==> src/hdl/rational_arith_unit_macros.svh <==
// Assertion helpers for the rational arithmetic unit
`ifndef RATIONAL_ARITH_UNIT_MACROS_SVH
`define RATIONAL_ARITH_UNIT_MACROS_SVH

// Same-cycle implication, checked at every rising edge out of reset
`define RAU_ASSERT_SAME(label, ante, cons) \
    label: assert property (@(posedge i_clk) disable iff (!i_rst_n) (ante) |-> (cons)) \
        else $error("rational_arith_unit: same-cycle check failed");

// Next-cycle implication
`define RAU_ASSERT_NEXT(label, ante, cons) \
    label: assert property (@(posedge i_clk) disable iff (!i_rst_n) (ante) |=> (cons)) \
        else $error("rational_arith_unit: next-cycle check failed");

`endif

==> src/hdl/rau_pkg.sv <==
package rau_pkg;

    // Default operand width
    localparam int OPERAND_BITS_DEF = 16;
    // Fixed result widths
    localparam int NUM_BITS = 33;
    localparam int DEN_BITS = 32;

    // Operation codes
    localparam logic [1:0] OP_ADD = 2'd0;
    localparam logic [1:0] OP_SUB = 2'd1;
    localparam logic [1:0] OP_MUL = 2'd2;
    localparam logic [1:0] OP_DIV = 2'd3;

    // Controller to datapath
    typedef struct packed {
        logic load;
        logic mul;
        logic sum;
        logic gcd_step;
        logic div_init;
        logic div_step;
        logic store;
    } t_cmd;

    // Datapath to controller
    typedef struct packed {
        logic den_zero;
        logic gcd_done;
        logic div_last;
    } t_status;

endpackage

==> src/hdl/rau_ctrl.sv <==
module rau_ctrl (
    input  logic            i_clk,
    input  logic            i_rst_n,
    input  logic            i_valid,
    input  logic            i_stall,
    input  rau_pkg::t_status i_status,
    output rau_pkg::t_cmd   o_cmd,
    output logic            o_busy,
    output logic            o_valid
);

    localparam logic [2:0] S_IDLE = 3'd0;
    localparam logic [2:0] S_MUL  = 3'd1;
    localparam logic [2:0] S_SUM  = 3'd2;
    localparam logic [2:0] S_CHK  = 3'd3;
    localparam logic [2:0] S_GCD  = 3'd4;
    localparam logic [2:0] S_DIV  = 3'd5;
    localparam logic [2:0] S_FIN  = 3'd6;
    localparam logic [2:0] S_DONE = 3'd7;

    logic [2:0] r_state;
    logic [2:0] n_state;

    // Sequencer
    always_comb begin
        n_state = r_state;
        o_cmd   = '0;
        case (r_state)
            S_IDLE: begin
                if (i_valid) begin
                    o_cmd.load = 1'b1;
                    n_state    = S_MUL;
                end
            end
            S_MUL: begin
                o_cmd.mul = 1'b1;
                n_state   = S_SUM;
            end
            S_SUM: begin
                o_cmd.sum = 1'b1;
                n_state   = S_CHK;
            end
            S_CHK: begin
                if (i_status.den_zero) begin
                    o_cmd.store = 1'b1;
                    n_state     = S_DONE;
                end else begin
                    n_state = S_GCD;
                end
            end
            S_GCD: begin
                if (i_status.gcd_done) begin
                    o_cmd.div_init = 1'b1;
                    n_state        = S_DIV;
                end else begin
                    o_cmd.gcd_step = 1'b1;
                end
            end
            S_DIV: begin
                o_cmd.div_step = 1'b1;
                if (i_status.div_last) begin
                    n_state = S_FIN;
                end
            end
            S_FIN: begin
                o_cmd.store = 1'b1;
                n_state     = S_DONE;
            end
            S_DONE: begin
                if (!i_stall) begin
                    n_state = S_IDLE;
                end
            end
            default: begin
                n_state = S_IDLE;
            end
        endcase
    end

    always_ff @(posedge i_clk) begin
        if (!i_rst_n) begin
            r_state <= S_IDLE;
        end else begin
            r_state <= n_state;
        end
    end

    assign o_busy  = (r_state != S_IDLE);
    assign o_valid = (r_state == S_DONE);

endmodule

==> src/hdl/rau_dp.sv <==
module rau_dp #(
    parameter int OPERAND_BITS = rau_pkg::OPERAND_BITS_DEF
) (
    input  logic                           i_clk,
    input  rau_pkg::t_cmd                  i_cmd,
    input  logic [1:0]                     i_opcode,
    input  logic signed [OPERAND_BITS-1:0] i_a_numerator,
    input  logic signed [OPERAND_BITS-1:0] i_a_denominator,
    input  logic signed [OPERAND_BITS-1:0] i_b_numerator,
    input  logic signed [OPERAND_BITS-1:0] i_b_denominator,
    output rau_pkg::t_status               o_status,
    output logic signed [rau_pkg::NUM_BITS-1:0] o_result_numerator,
    output logic signed [rau_pkg::DEN_BITS-1:0] o_result_denominator,
    output logic                           o_zero_denominator
);

    localparam int PW = 2 * OPERAND_BITS;   // product width
    localparam int SW = PW + 1;             // signed numerator width
    localparam int MW = PW;                 // magnitude width
    localparam int KW = $clog2(MW + 1);
    localparam int CW = $clog2(MW);

    logic [1:0]                     r_op;
    logic signed [OPERAND_BITS-1:0] r_an, r_ad, r_bn, r_bd;
    logic signed [PW-1:0]           r_p1, r_p2, r_p3;
    logic signed [SW-1:0]           r_num;
    logic signed [PW-1:0]           r_den;
    logic                           r_num_neg, r_den_neg;
    logic [MW-1:0]                  r_nmag, r_dmag;
    logic [MW-1:0]                  r_u, r_v;
    logic [KW-1:0]                  r_k;
    logic [MW-1:0]                  r_g;
    logic [MW-1:0]                  r_qn, r_qd;
    logic [MW:0]                    r_rn, r_rd;
    logic [CW-1:0]                  r_cnt;
    logic signed [rau_pkg::NUM_BITS-1:0] r_res_num;
    logic signed [rau_pkg::DEN_BITS-1:0] r_res_den;
    logic                           r_zero;

    logic signed [OPERAND_BITS-1:0] w_m1, w_m3;
    logic signed [SW-1:0]           w_sum;
    logic [MW-1:0]                  w_nabs, w_dabs;
    logic [MW:0]                    w_trn, w_trd, w_gx;
    logic signed [SW-1:0]           w_qn_s;
    logic signed [PW:0]             w_qd_s;
    logic signed [63:0]             w_num64, w_den64;

    // Multiplier operand selection
    assign w_m1 = (r_op == rau_pkg::OP_MUL) ? r_bn : r_bd;
    assign w_m3 = (r_op == rau_pkg::OP_DIV) ? r_bn : r_bd;

    // Raw numerator
    always_comb begin
        case (r_op)
            rau_pkg::OP_ADD: w_sum = SW'(r_p1) + SW'(r_p2);
            rau_pkg::OP_SUB: w_sum = SW'(r_p1) - SW'(r_p2);
            default:         w_sum = SW'(r_p1);
        endcase
    end

    assign w_nabs = w_sum[SW-1] ? MW'(-w_sum) : MW'(w_sum);
    assign w_dabs = r_p3[PW-1] ? MW'(-r_p3) : MW'(r_p3);

    // Restoring division trial values, both quotients in step
    assign w_gx  = {1'b0, r_g};
    assign w_trn = {r_rn[MW-1:0], r_qn[MW-1]};
    assign w_trd = {r_rd[MW-1:0], r_qd[MW-1]};

    // Signed reduced values and result formatting
    assign w_qn_s  = r_num_neg ? -$signed({1'b0, r_qn}) : $signed({1'b0, r_qn});
    assign w_qd_s  = r_den_neg ? -$signed({1'b0, r_qd}) : $signed({1'b0, r_qd});
    assign w_num64 = (r_den == '0) ? 64'(r_num) : 64'(w_qn_s);
    assign w_den64 = (r_den == '0) ? 64'(r_den) : 64'(w_qd_s);

    always_ff @(posedge i_clk) begin
        // Operand capture
        if (i_cmd.load) begin
            r_op <= i_opcode;
            r_an <= i_a_numerator;
            r_ad <= i_a_denominator;
            r_bn <= i_b_numerator;
            r_bd <= i_b_denominator;
        end
        // Cross products
        if (i_cmd.mul) begin
            r_p1 <= r_an * w_m1;
            r_p2 <= r_bn * r_ad;
            r_p3 <= r_ad * w_m3;
        end
        // Combine, take magnitudes
        if (i_cmd.sum) begin
            r_num     <= w_sum;
            r_den     <= r_p3;
            r_num_neg <= w_sum[SW-1];
            r_den_neg <= r_p3[PW-1];
            r_nmag    <= w_nabs;
            r_dmag    <= w_dabs;
            r_u       <= w_nabs;
            r_v       <= w_dabs;
            r_k       <= '0;
        end
        // Binary gcd step
        if (i_cmd.gcd_step) begin
            if (!r_u[0] && !r_v[0]) begin
                r_u <= r_u >> 1;
                r_v <= r_v >> 1;
                r_k <= r_k + KW'(1);
            end else if (!r_u[0]) begin
                r_u <= r_u >> 1;
            end else if (!r_v[0]) begin
                r_v <= r_v >> 1;
            end else if (r_u >= r_v) begin
                r_u <= r_u - r_v;
            end else begin
                r_v <= r_v - r_u;
            end
        end
        // Divider set-up
        if (i_cmd.div_init) begin
            r_g   <= MW'(r_v << r_k);
            r_qn  <= r_nmag;
            r_qd  <= r_dmag;
            r_rn  <= '0;
            r_rd  <= '0;
            r_cnt <= CW'(MW - 1);
        end
        // One quotient bit of each division
        if (i_cmd.div_step) begin
            if (w_trn >= w_gx) begin
                r_rn <= w_trn - w_gx;
                r_qn <= {r_qn[MW-2:0], 1'b1};
            end else begin
                r_rn <= w_trn;
                r_qn <= {r_qn[MW-2:0], 1'b0};
            end
            if (w_trd >= w_gx) begin
                r_rd <= w_trd - w_gx;
                r_qd <= {r_qd[MW-2:0], 1'b1};
            end else begin
                r_rd <= w_trd;
                r_qd <= {r_qd[MW-2:0], 1'b0};
            end
            r_cnt <= r_cnt - CW'(1);
        end
        // Result register
        if (i_cmd.store) begin
            r_res_num <= w_num64[rau_pkg::NUM_BITS-1:0];
            r_res_den <= w_den64[rau_pkg::DEN_BITS-1:0];
            r_zero    <= (r_den == '0);
        end
    end

    assign o_status.den_zero = (r_den == '0);
    assign o_status.gcd_done = (r_u == '0);
    assign o_status.div_last = (r_cnt == '0);

    assign o_result_numerator   = r_res_num;
    assign o_result_denominator = r_res_den;
    assign o_zero_denominator   = r_zero;

endmodule

==> src/hdl/rational_arith_unit.sv <==
// Channel  Direction  Handshake          Payload
// input    in         i_valid / o_stall  i_opcode, i_a_*, i_b_* (OPERAND_BITS each)
// output   out        o_valid / i_stall  o_result_numerator, o_result_denominator,
//                                        o_zero_denominator
//
// One item at a time. Capture, products, combine and check run in order; a zero
// denominator then gives its result at once. Otherwise a binary gcd follows, then
// a bit-serial divider that reduces numerator and denominator together.
// Sync active-low reset returns the sequencer to idle; no clearing pass.
// The result holds while i_stall is high; o_stall stays high until it is taken.
`include "rational_arith_unit_macros.svh"

module rational_arith_unit #(
    parameter int OPERAND_BITS = rau_pkg::OPERAND_BITS_DEF
) (
    input  logic                           i_clk,
    input  logic                           i_rst_n,
    input  logic                           i_valid,
    output logic                           o_stall,
    input  logic [1:0]                     i_opcode,
    input  logic signed [OPERAND_BITS-1:0] i_a_numerator,
    input  logic signed [OPERAND_BITS-1:0] i_a_denominator,
    input  logic signed [OPERAND_BITS-1:0] i_b_numerator,
    input  logic signed [OPERAND_BITS-1:0] i_b_denominator,
    output logic                           o_valid,
    input  logic                           i_stall,
    output logic signed [rau_pkg::NUM_BITS-1:0] o_result_numerator,
    output logic signed [rau_pkg::DEN_BITS-1:0] o_result_denominator,
    output logic                           o_zero_denominator
);

    rau_pkg::t_cmd    w_cmd;
    rau_pkg::t_status w_status;

    rau_ctrl u_ctrl (
        .i_clk    (i_clk),
        .i_rst_n  (i_rst_n),
        .i_valid  (i_valid),
        .i_stall  (i_stall),
        .i_status (w_status),
        .o_cmd    (w_cmd),
        .o_busy   (o_stall),
        .o_valid  (o_valid)
    );

    rau_dp #(
        .OPERAND_BITS (OPERAND_BITS)
    ) u_dp (
        .i_clk                (i_clk),
        .i_cmd                (w_cmd),
        .i_opcode             (i_opcode),
        .i_a_numerator        (i_a_numerator),
        .i_a_denominator      (i_a_denominator),
        .i_b_numerator        (i_b_numerator),
        .i_b_denominator      (i_b_denominator),
        .o_status             (w_status),
        .o_result_numerator   (o_result_numerator),
        .o_result_denominator (o_result_denominator),
        .o_zero_denominator   (o_zero_denominator)
    );

    // Checks
    `RAU_ASSERT_NEXT(a_busy_after_accept, i_valid && !o_stall, o_stall && !o_valid)
    `RAU_ASSERT_SAME(a_no_accept_while_result, o_valid, o_stall)
    `RAU_ASSERT_SAME(a_zero_flag_den, o_valid && o_zero_denominator, o_result_denominator == '0)

endmodule

==> config.mk <==
export PLATFORM = sky130hd
export DESIGN_NAME = rational_arith_unit
export DESIGN_NICKNAME = d
export VERILOG_FILES = /design/src/hdl/rau_pkg.sv /design/src/hdl/rau_ctrl.sv /design/src/hdl/rau_dp.sv /design/src/hdl/rational_arith_unit.sv
export VERILOG_INCLUDE_DIRS = /design/src /design/src/hdl
export SDC_FILE = /design/constraint.sdc
export NUM_CORES = 2
export LEC_CHECK = 0
export ABC_AREA = 1
export BUFFER_PORTS_ARGS = -buffer_cell sky130_fd_sc_hd__buf_2
export CAP_MARGIN = 20
export CORE_MARGIN = 2
export CORE_UTILIZATION = 50
export CTS_BUF_LIST = sky130_fd_sc_hd__clkbuf_8
export DETAILED_ROUTE_END_ITERATION = 8
export PLACE_DENSITY = 0.71
export SYNTH_ARGS = -nofsm -noshare
export SYNTH_HDL_FRONTEND = slang
export SYNTH_SLANG_ARGS = --single-unit
==> constraint.sdc <==
create_clock -name i_clk -period 11.36 [get_ports i_clk]
set_input_delay 0.568 -clock i_clk [delete_from_list [all_inputs] [get_ports i_clk]]
set_output_delay 0.568 -clock i_clk [all_outputs]
set_load 0.01 [all_outputs]
==> flow_metrics.env <==
export IMPL_status="completed"
export IMPL_syn_area_um2=67200
export IMPL_slew_viol_final=0
export IMPL_die_h_um=371
export IMPL_die_width_um=371
export IMPL_grt_use_total=0.287
export IMPL_hpwlAfterDp_um=154000
export IMPL_clk_path_buf_depth=3
export IMPL_num_io_pins=138
export IMPL_ctsHtreeMaxLevel=3
export IMPL_initial_utilization=0.503
export IMPL_grt_pass1_vias=56126
export IMPL_hold_violations=0
export IMPL_max_freq_mhz=124
export IMPL_maxCapViolCount=0
export IMPL_synth_edff_count=520
export IMPL_rows=134
export IMPL_dieArea_um2=137000
export IMPL_fin_skew_ns=0.0907
export IMPL_fp_coreArea_um2=133000
export IMPL_setup_viol=0
export IMPL_synthFlopType="edfxtp_1"
export IMPL_yosys_top_cells_count="nand2_1 (1649), inv_1 (1630), fa_1 (791)"
export IMPL_finalSetupTns_ns=0
export IMPL_async_reset_ff_frac=0
export IMPL_nFillCells=12467
export IMPL_routabilityCongestion=0.979
export IMPL_antenna_found_initial=3
export IMPL_post_cts_buffers=0
export IMPL_drtPass1Iterations=6
export IMPL_synth_area_per_cell_um2=8.22
export IMPL_tightestPinTransition_ns=1.05
export IMPL_layout_worst_path_cycle_share=0.709
export IMPL_finalWirelength_um=195000
export IMPL_grt_pass1_wl_um=307000
export IMPL_fin_crit_ns=8.06
export IMPL_ys_ff_latch=593
export IMPL_synthTopCellsByArea="fa_1 (24%), edfxtp_1 (23%), nand2_1 (9.2%), inv_1 (9.1%), ha_1 (7.7%)"
export IMPL_clock_sinks=593
export IMPL_yosysTopAreaCellShare=0.236
export IMPL_whs_path_depth=3
export IMPL_viasPerCell=5.43
export IMPL_worst_ep_arrival_time_ns=8.63
export IMPL_crit_path_end_kind="register"
export IMPL_syn2layout_area_growth_pct=7.78
export IMPL_drtIter0Drc=4849
export IMPL_critPathMaxFanout=53
export IMPL_final_layout_size_suffix_gt1_frac=0.0637
export IMPL_drtAntennaViolNets=0
export IMPL_rsz0062_at_grt="false"
export IMPL_ys_warn_count=0
export IMPL_drc=0
export IMPL_hp_class="input port to register"
export IMPL_seq_area_frac_synth=0.254
export IMPL_wl_per_cell_um=19.3
export IMPL_cp_start_kind="register"
export IMPL_relSlewSlack=0.299
export IMPL_yosysMostFrequentCell="nand2_1"
export IMPL_clk_latency_ns=0.90
export IMPL_numPortBuffers=137
export IMPL_synth_cells=8171
export IMPL_critical_path_class="register to register"
export IMPL_required_ns=11.94
export IMPL_cts_tree="built"
export IMPL_worst_r2r_cell_count=21
export IMPL_cts_root_buf="clkbuf_8"
export IMPL_cts_clk_slew_worst_paths_ns=0.07
export IMPL_yosys_area_top_type="fa_1"
export IMPL_grt_ovfl_total=0
export IMPL_synth_distinct_cells=71
export IMPL_vias=55017
export IMPL_grt_max_degree=85
export IMPL_syn_nets=9445
export IMPL_cts_buffers=107
export IMPL_nNetsFinal=9548
## per-layer routing
layer	track usage	vias up	wire length [µm]
met5	0	-	0
met4	0.141	0	10600
met3	0.0414	485	13000
met2	0.483	2124	92900
met1	0.362	26562	78900
li1	-	25846	-
## cell type report
class                   count  area (µm²)  area share
flip-flops and latches    593       17100       0.236
clock inverters            90         751      0.0104
clock buffers             107        1470      0.0203
multi-input cells        5625       42700       0.589
inverters                1666        6260      0.0865
well taps                1768        2210      0.0305
repair buffers            281        1950      0.0269
diodes                      2        5.00   0.0000691
## stage by stage
step / instance area, µm² / setup slack (ns) / utilization / std cells / hold slack, ns
after CTS: 72400 / 3.41 / 0.542 / 10129 / 0.162
after global routing: 72400 / 2.82 / 0.543 / 10131 / 0.212
final: 72400 / 3.30 / 0.543 / 10132 / 0.206
after global placement: 69500 / 3.60 / 0.521 / 9864 / 0.441
after floorplan: 67200 / 0.400 / - / 8171 / 0.426
after detailed placement: 69500 / 3.48 / 0.521 / 9864 / 0.448
## flip-flops by register name (all words and copies together) (netlist names), 31 cells and up
signal and count:
u_dp.r_p3 32, u_dp.r_rd 32, u_dp.r_g 32, u_dp.r_qd 32, u_dp.r_v 32, u_dp.r_nmag 32, u_dp.r_dmag 31, u_dp.o_result_denominator 32
u_dp.r_p1 32, u_dp.r_rn 32, u_dp.r_den 31, u_dp.o_result_numerator 33, u_dp.r_p2 32, u_dp.r_qn 32, u_dp.r_u 32, u_dp.r_num 31
## kinds of logic (layout without fill, tap and decap cells)
group | Yosys count | in the layout | synth area share
AOI/OAI and AO/OA | 1220 | 1220 | 0.102
xor gates and xnor gates | 331 | 331 | 0.0433
adders and majority gates | 1204 | 1204 | 0.313
buffers and inverters | 1953 | 2144 | 0.111
DFF | 593 | 593 | 0.254
muxes | 14 | 14 | 0.00209
other | 0 | 2 | 0
and+or+nand+nor | 2856 | 2856 | 0.175
## placed cells by master (no fill, tap or decap), drive strengths merged, types with 5 or more instances in the layout
| master | netlist | layout |
|---|---|---|
| or2 | 31 | 31 |
| nor4 | 33 | 33 |
| a21o | 22 | 22 |
| a221oi | 6 | 6 |
| fa | 791 | 791 |
| a22oi | 13 | 13 |
| inv | 1650 | 1677 |
| dlygate4sd3 | 0 | 68 |
| buf | 87 | 213 |
| nand2 | 1678 | 1678 |
| dfxtp | 73 | 73 |
| ha | 413 | 413 |
| a211oi | 13 | 13 |
| a31oi | 37 | 37 |
| xor2 | 221 | 221 |
| o21ai | 534 | 534 |
| nor2 | 763 | 763 |
| clkinvlp | 0 | 6 |
| nor3 | 67 | 67 |
| clkbuf | 200 | 107 |
| mux2i | 14 | 14 |
| nand3b | 7 | 7 |
| o211ai | 29 | 29 |
| xnor2 | 110 | 110 |
| edfxtp | 520 | 520 |
| o221ai | 23 | 23 |
| a21oi | 419 | 419 |
| nand4 | 49 | 49 |
| clkinv | 16 | 63 |
| bufinv | 0 | 10 |
| o21bai | 28 | 28 |
| o21a | 24 | 24 |
| o22ai | 38 | 38 |
| a21boi | 16 | 16 |
| o31ai | 5 | 5 |
| nand3 | 219 | 219 |
## worst paths after layout
path,start,slack [ns],endpoint
min reg2reg,u_dp.r_p3[1],0.47,u_dp.r_den[1]
min,i_valid,0.21,u_dp.r_op[1]
max reg2reg,u_dp.r_op[1],3.30,u_dp.r_p1[28]
max,u_dp.r_op[1],3.30,u_dp.r_p1[28]
## what timing repair did
action	CTS	global route
hold buffers	68	0
endpoints found under the hold margin	69	0
resized for setup	0	0
## critical path: stages, from the launching register on
cell and delay, ns:
edfxtp_1 0.45, inv_6 0.36, nor2_2 0.09, inv_1 0.77
o21ai_0 0.44, inv_1 0.46, nand2_1 0.17, fa_1 0.56
inv_1 0.05, fa_1 0.54, fa_1 0.62, fa_1 0.44
fa_1 0.49, inv_1 0.05, fa_1 0.47, inv_1 0.04
ha_1 0.33, a21oi_1 0.23, o21ai_0 0.16, a211oi_1 0.44
o221ai_1 0.31, xor2_1 0.21
Power is left out: the tool's default activity adds up to more than one toggle a clock period on the data nets, which glitch-free logic cannot reach.
